<file path="src/rtl/ssd_pkg.sv">
`timescale 1ns / 1ps

package ssd_pkg;

    typedef struct packed {
        logic signed [31:0] item_value;
        logic               item_last;
    } in_item_t;

    typedef struct packed {
        logic signed [31:0] sorted_value;
        logic               sorted_last;
        logic               dropped;
    } out_item_t;

    typedef enum logic [1:0] {
        ST_LOAD,
        ST_SCAN,
        ST_DRAIN,
        ST_EMIT
    } state_t;

    typedef struct packed {
        logic               clear;
        logic               sample_en;
        logic signed [31:0] sample_value;
    } max_ctrl_t;

    typedef struct packed {
        logic               have;
        logic signed [31:0] best_value;
    } max_stat_t;

endpackage

</file>
<file path="src/rtl/ssd_store.sv">
`timescale 1ns / 1ps

module ssd_store #(
    parameter int DEPTH = 64,
    parameter int IDX_W = 6
) (
    input  logic                    aclk,
    input  logic                    wr_en,
    input  logic [IDX_W-1:0]        wr_addr,
    input  logic signed [31:0]      wr_data,
    input  logic [IDX_W-1:0]        rd_addr,
    output logic signed [31:0]      rd_data
);
    import ssd_pkg::*;

    logic signed [31:0] mem [DEPTH];
    logic signed [31:0] rd_data_reg;

    always_ff @(posedge aclk) begin
        if (wr_en) begin
            mem[wr_addr] <= wr_data;
        end
    end

    always_ff @(posedge aclk) begin
        rd_data_reg <= mem[rd_addr];
    end

    assign rd_data = rd_data_reg;

endmodule

</file>
<file path="src/rtl/ssd_max_unit.sv">
`timescale 1ns / 1ps

module ssd_max_unit #(
    parameter int IDX_W = 6
) (
    input  logic                 aclk,
    input  logic                 aresetn,
    input  ssd_pkg::max_ctrl_t   ctrl,
    input  logic [IDX_W-1:0]     sample_index,
    output ssd_pkg::max_stat_t   stat,
    output logic [IDX_W-1:0]     best_index
);
    import ssd_pkg::*;

    logic               have_reg;
    logic signed [31:0] best_value_reg;
    logic [IDX_W-1:0]   best_index_reg;
    logic               take;

    // Strict compare keeps the first of equal candidates.
    assign take = ctrl.sample_en && (!have_reg || (ctrl.sample_value > best_value_reg));

    always_ff @(posedge aclk) begin
        if (!aresetn) begin
            have_reg <= 1'b0;
        end else if (ctrl.clear) begin
            have_reg <= 1'b0;
        end else if (take) begin
            have_reg <= 1'b1;
        end
    end

    always_ff @(posedge aclk) begin
        if (!ctrl.clear && take) begin
            best_value_reg <= ctrl.sample_value;
            best_index_reg <= sample_index;
        end
    end

    assign stat.have       = have_reg;
    assign stat.best_value = best_value_reg;
    assign best_index      = best_index_reg;

endmodule

</file>
<file path="src/rtl/sequence_sort_descending.sv">
`timescale 1ns / 1ps
// Loading: one value per cycle, ready held high until the last-flagged transaction.
// Sorting: n selection passes for n stored values; each pass scans the store
// through its single registered read port with one shared compare unit.
// One result per pass, largest first; EMIT holds while m_valid waits for m_ready.
// Reset: aresetn sync, active low; clears FSM, count, flags, indices and handshake.
module sequence_sort_descending #(
    parameter int MAX_ITEMS = 64
) (
    input  logic               aclk,
    input  logic               aresetn,
    input  logic               s_valid,
    output logic               s_ready,
    input  ssd_pkg::in_item_t  s_data,
    output logic               m_valid,
    input  logic               m_ready,
    output ssd_pkg::out_item_t m_data
);
    import ssd_pkg::*;

    localparam int IDX_W = (MAX_ITEMS > 1) ? $clog2(MAX_ITEMS) : 1;
    localparam int CNT_W = $clog2(MAX_ITEMS + 1);

    state_t             state_reg, state_next;
    logic [CNT_W-1:0]   count_reg;
    logic               overflow_reg;
    logic [MAX_ITEMS-1:0] used_reg;
    logic [IDX_W-1:0]   scan_idx_reg;
    logic [IDX_W-1:0]   emit_cnt_reg;
    logic               rd_valid_reg;
    logic [IDX_W-1:0]   rd_idx_reg;
    logic               m_valid_reg;
    out_item_t          m_data_reg;

    logic               in_fire;
    logic               has_room;
    logic               scan_done;
    logic               emit_fire;
    logic               emit_final;
    logic               start_scan;
    logic [IDX_W-1:0]   last_idx;
    logic signed [31:0] rd_data;
    logic [IDX_W-1:0]   best_index;
    max_ctrl_t          max_ctrl;
    max_stat_t          max_stat;

    assign in_fire    = s_valid && s_ready;
    assign has_room   = count_reg < CNT_W'(MAX_ITEMS);
    assign last_idx   = IDX_W'(count_reg - 1'b1);
    assign scan_done  = scan_idx_reg == last_idx;
    assign emit_final = emit_cnt_reg == last_idx;

    ssd_store #(
        .DEPTH (MAX_ITEMS),
        .IDX_W (IDX_W)
    ) u_store (
        .aclk    (aclk),
        .wr_en   (in_fire && has_room),
        .wr_addr (IDX_W'(count_reg)),
        .wr_data (s_data.item_value),
        .rd_addr (scan_idx_reg),
        .rd_data (rd_data)
    );

    ssd_max_unit #(
        .IDX_W (IDX_W)
    ) u_max (
        .aclk         (aclk),
        .aresetn      (aresetn),
        .ctrl         (max_ctrl),
        .sample_index (rd_idx_reg),
        .stat         (max_stat),
        .best_index   (best_index)
    );

    // Next state
    always_comb begin
        state_next = state_reg;
        case (state_reg)
            ST_LOAD: begin
                if (in_fire && s_data.item_last) begin
                    state_next = ST_SCAN;
                end
            end
            ST_SCAN: begin
                if (scan_done) begin
                    state_next = ST_DRAIN;
                end
            end
            ST_DRAIN: begin
                state_next = ST_EMIT;
            end
            ST_EMIT: begin
                if (!m_valid_reg || m_ready) begin
                    state_next = emit_final ? ST_LOAD : ST_SCAN;
                end
            end
            default: begin
                state_next = ST_LOAD;
            end
        endcase
    end

    // Outputs of the sequencer
    always_comb begin
        s_ready    = 1'b0;
        emit_fire  = 1'b0;
        start_scan = 1'b0;
        case (state_reg)
            ST_LOAD: begin
                s_ready    = 1'b1;
                start_scan = in_fire && s_data.item_last;
            end
            ST_EMIT: begin
                emit_fire  = !m_valid_reg || m_ready;
                start_scan = emit_fire && !emit_final;
            end
            default: begin
                s_ready = 1'b0;
            end
        endcase
        max_ctrl.clear        = start_scan;
        max_ctrl.sample_en    = rd_valid_reg && !used_reg[rd_idx_reg];
        max_ctrl.sample_value = rd_data;
    end

    always_ff @(posedge aclk) begin
        if (!aresetn) begin
            state_reg    <= ST_LOAD;
            count_reg    <= '0;
            overflow_reg <= 1'b0;
            used_reg     <= '0;
            scan_idx_reg <= '0;
            emit_cnt_reg <= '0;
            rd_valid_reg <= 1'b0;
            m_valid_reg  <= 1'b0;
        end else begin
            state_reg    <= state_next;
            rd_valid_reg <= state_reg == ST_SCAN;
            if (in_fire) begin
                if (has_room) begin
                    count_reg <= count_reg + 1'b1;
                end else begin
                    overflow_reg <= 1'b1;
                end
            end
            if (start_scan) begin
                scan_idx_reg <= '0;
            end else if (state_reg == ST_SCAN && !scan_done) begin
                scan_idx_reg <= scan_idx_reg + 1'b1;
            end
            if (emit_fire) begin
                m_valid_reg <= 1'b1;
                if (emit_final) begin
                    // Burst complete: drop the run state
                    count_reg    <= '0;
                    overflow_reg <= 1'b0;
                    used_reg     <= '0;
                    emit_cnt_reg <= '0;
                end else begin
                    used_reg[best_index] <= 1'b1;
                    emit_cnt_reg         <= emit_cnt_reg + 1'b1;
                end
            end else if (m_ready) begin
                m_valid_reg <= 1'b0;
            end
        end
    end

    always_ff @(posedge aclk) begin
        rd_idx_reg <= scan_idx_reg;
        if (emit_fire) begin
            m_data_reg.sorted_value <= max_stat.best_value;
            m_data_reg.sorted_last  <= emit_final;
            m_data_reg.dropped      <= overflow_reg;
        end
    end

    assign m_valid = m_valid_reg;
    assign m_data  = m_data_reg;

    a_emit_has_candidate: assert property (@(posedge aclk) disable iff (!aresetn)
        (state_reg == ST_EMIT) |-> max_stat.have)
        else $error("emit without a selected candidate");

    a_count_bound: assert property (@(posedge aclk) disable iff (!aresetn)
        count_reg <= CNT_W'(MAX_ITEMS))
        else $error("item count beyond capacity");

    a_scan_has_unused: assert property (@(posedge aclk) disable iff (!aresetn)
        (state_reg == ST_SCAN) |-> ($countones(used_reg) < int'(count_reg)))
        else $error("scan started with every entry already emitted");

endmodule

</file>
<file path="config.mk">
export PLATFORM = sky130hd
export DESIGN_NAME = sequence_sort_descending
export DESIGN_NICKNAME = d
export VERILOG_FILES = /design/src/rtl/ssd_pkg.sv /design/src/rtl/ssd_store.sv /design/src/rtl/ssd_max_unit.sv /design/src/rtl/sequence_sort_descending.sv
export SDC_FILE = /design/constraint.sdc
export NUM_CORES = 2
export LEC_CHECK = 0
export BUFFER_PORTS_ARGS = -buffer_cell sky130_fd_sc_hd__buf_2
export CORE_ASPECT_RATIO = 2
export CORE_MARGIN = 4
export CORE_UTILIZATION = 57
export CTS_CLUSTER_DIAMETER = 40
export DETAILED_ROUTE_END_ITERATION = 10
export GPL_TIMING_DRIVEN = 0
export PLACE_DENSITY = 0.77
export SETUP_SLACK_MARGIN = 0.1
export SLEW_MARGIN = 40
export SYNTH_ARGS = -nofsm -noshare
export SYNTH_HDL_FRONTEND = slang
export SYNTH_SLANG_ARGS = --single-unit
export TNS_END_PERCENT = 5
</file>
<file path="constraint.sdc">
create_clock -name aclk -period 5.6 [get_ports aclk]
set_input_delay 0.84 -clock aclk [delete_from_list [all_inputs] [get_ports aclk]]
set_output_delay 0.84 -clock aclk [all_outputs]
set_load 0.02 [all_outputs]
</file>
==> impl_metrics.ini <==
[grt]
antenna_found_initial = 40
grt_util_all_layers = 0.341
grt_pass1_wl_um = 364000
grt_pass1_vias = 45500
grt_max_degree = 65
overflow = 0

[timing]
hold_ws_ns = 0.306
timing.fmax_mhz = 205
min_period_ns = 4.88
worst_pin_slew_ns = 0.938
setup_viol = 0
maxSlewHeadroom = 0.375
skew_ns = 0.0523
final-hold-violation-count = 0
slew_viol_final = 0
rsz0062_at_grt = no
timing.final.crit_share = 0.872

[route]
wl_per_cell_um = 42.5
drtAntennaViolNets = 0
drt_iter0_drc = 7191
drc = 0
wl_um = 262000
dr_total_vias = 45000
routed_via_density = 7.31
drtPass1Iterations = 8

[clock_tree]
tritoncts = built
cts_hold_buf = 0
post-cts-setup-buffers = 0
cts_buffers = 182
cts_resized = 0
clockRootBuffer = clkbuf_16
cts.path.max_buffers = 4
clk_pin_slew_worst_paths_ns = 0.08
numClockSinks = 2247
clkLatencyLatePin_ns = 0.85
htreeDepth = 4

[synthesis]
synth_ff_type = edfxtp_1
synth.area.top_cells = edfxtp_1, mux4_2, dfxtp_1, nor2_1, ha_1
yosys.cell_types.count = 55
yosysTopAreaCell = edfxtp_1
syn_inst = 3632
syn_area_per_cell_um2 = 23.5
synth-seq-cells = 2247
synth_area_um2 = 85500
ys.warnings.count = 0
synth_edf_count = 2120
synth.top_cell.area_share = 0.745
ys_seq_area_frac = 0.775
async_flop_share = 0
synth_fp_nets = 3708

[floorplanning]
num_rows = 200
dieArea_um2 = 157000
die_x_um = 282
core_um2 = 149000
ioPinCount = 73
initial_utilization = 0.575
die_y_um = 556

[setup_path]
r2r_start = count_reg[0]$_SDFF_PN0_
cp-end-kind = flip-flop
cp_max_fo = 12
path_class = flip-flop to flip-flop
cp.required_ns = 6.13
rrSetupSlack_ns = 0.72
reg2reg_depth = 12
startpoint_type = flip-flop
rr_endpoint = u_max.best_value_reg[6]$_DFFE_PP_
arrival_ns = 5.41

[cells_and_area]
areaGrowthSynthToFinish_pct = 15.0
instances_no_fill = 6153
largest_reg_flops = 2048
final_common_cell = edfxtp_1
fillers = 8497
final_cell_mix = edfxtp_1, mux4_2, clkbuf_16
ff_latch_area_um2 = 66200
drive_gt1_frac = 0.332
nets = 4139
multi_input_area_um2 = 18800
final_core_util = 0.661

[power_and_ir_drop]
cellLeakagePower_nw = 30.3
peakVddDrop_mv = 0.304
p_total_mw = 40.2
p_per_area_nw_per_um2 = 409

[placed_design]
dp_hpwl_um = 161000
dp_cells = 5795
gp_congestion = 0.905
port_buffers = 72

[hold_path]
whs_endpoint = rd_valid_reg$_SDFF_PN0_
hp-class = input pin to flip-flop
hold_start = aresetn
hold_depth = 2

[outcome]
status = complete, no violations

[flow_run]
cap_violations = 0
area by class of cell:
type                       instances  area share
sequential                      2247       0.673
multi-input combinational       1154       0.191
clock buffer                     221      0.0494
timing repair buffer             247      0.0383
tap                             1919      0.0244
clock inverter                   100      0.0115
buffer                           189     0.00928
inverter                          42     0.00162
antenna                           34    0.000865
through the flow:
step                      setup WS (ns)  instance area (µm²)  TNS, ns
after CTS                         0.985                98100        0
after global routing              0.775                98200        0
after detailed placement           1.32                92100        0
after global placement            -2.34                88200  -423.58
final                             0.716                98300        0
after floorplan                   0.128                85500        0
kinds of logic (layout without fill, tap and decap cells):
family | count (synthesis) | after routing | share of synthesized area
other | 0 | 34 | 0
AND/OR/NAND/NOR | 274 | 274 | 0.0148
flip-flops | 2247 | 2247 | 0.775
XOR/XNOR | 31 | 31 | 0.00335
buffers and inverters | 231 | 799 | 0.0116
adder cells (fa/ha/maj) | 39 | 39 | 0.00571
multiplexers | 695 | 695 | 0.182
AO/OA/AOI/OAI | 115 | 115 | 0.00770
metal layers:
metal / part of all wire / global-route usage / wire length, µm / up-vias
met4: 0.11 / 0.285 / 28900 / 16
met1: 0.28 / 0.369 / 73000 / 22900
met5: 0.00047 / 0 / 123 / -
met3: 0.11 / 0.0877 / 28200 / 1331
li1: - / - / - / 16300
met2: 0.50 / 0.560 / 132000 / 4401
cells in the mapped netlist, types with 2 or more instances:
cell type,count
dfxtp_1,127
nor2_1,149
edfxtp_1,2120
mux2i_1,6
or2_2,3
nand3_1,11
and3b_1,2
buf_4,16
inv_1,41
and2_1,3
clkbuf_1,98
buf_2,39
a211oi_1,6
buf_1,34
nor3b_1,9
a2111oi_0,2
xnor2_1,16
a211o_1,2
buf_6,2
xor2_1,14
nand2b_1,2
a21o_1,3
a31oi_1,4
nand2_1,36
nand3b_1,3
a21oi_1,79
o211ai_1,3
mux4_2,688
ha_1,39
a21boi_0,2
nand4_1,12
nor2b_1,5
o21ai_0,6
and3_1,10
or4_1,2
nor3_1,19
report_power, final:
group | total, mW | switching [mW] | internal, mW
combinational | 7.81 | 4.49 | 3.33
clock | 13.4 | 6.03 | 7.34
sequential | 19.0 | 0.200 | 18.8
worst max-delay path by stage:
stage                             from                                 to  slack [ns]  cells after the start
2_1_floorplan    rd_idx_reg[0]$_DFF_P_      u_max.best_index[0]$_DFFE_PP_        0.13                      8
3_3_place_gp                   s_valid       u_store.mem[15][0]$_DFFE_PP_       -2.34                      7
3_5_place_dp     rd_idx_reg[0]$_DFF_P_  u_max.best_value_reg[6]$_DFFE_PP_        1.32                     11
4_1_cts        count_reg[0]$_SDFF_PN0_  u_max.best_value_reg[6]$_DFFE_PP_        0.99                     12
5_1_grt        count_reg[0]$_SDFF_PN0_  u_max.best_value_reg[6]$_DFFE_PP_        0.78                     12
6_report       count_reg[0]$_SDFF_PN0_  u_max.best_value_reg[6]$_DFFE_PP_        0.72                     12
worst max-delay path: stages, from the launching register on:
cell	delay [ns]
dfxtp_1	0.48
clkbuf_1	0.56
inv_1	0.20
ha_1	0.30
xnor2_1	0.42
xnor2_1	0.18
nor3_1	0.29
nand4_1	0.50
a21o_1	0.42
a211oi_4	0.39
buf_4	0.29
buf_4	0.25
buf_4	0.25
Power figures use the tool's default switching activity.
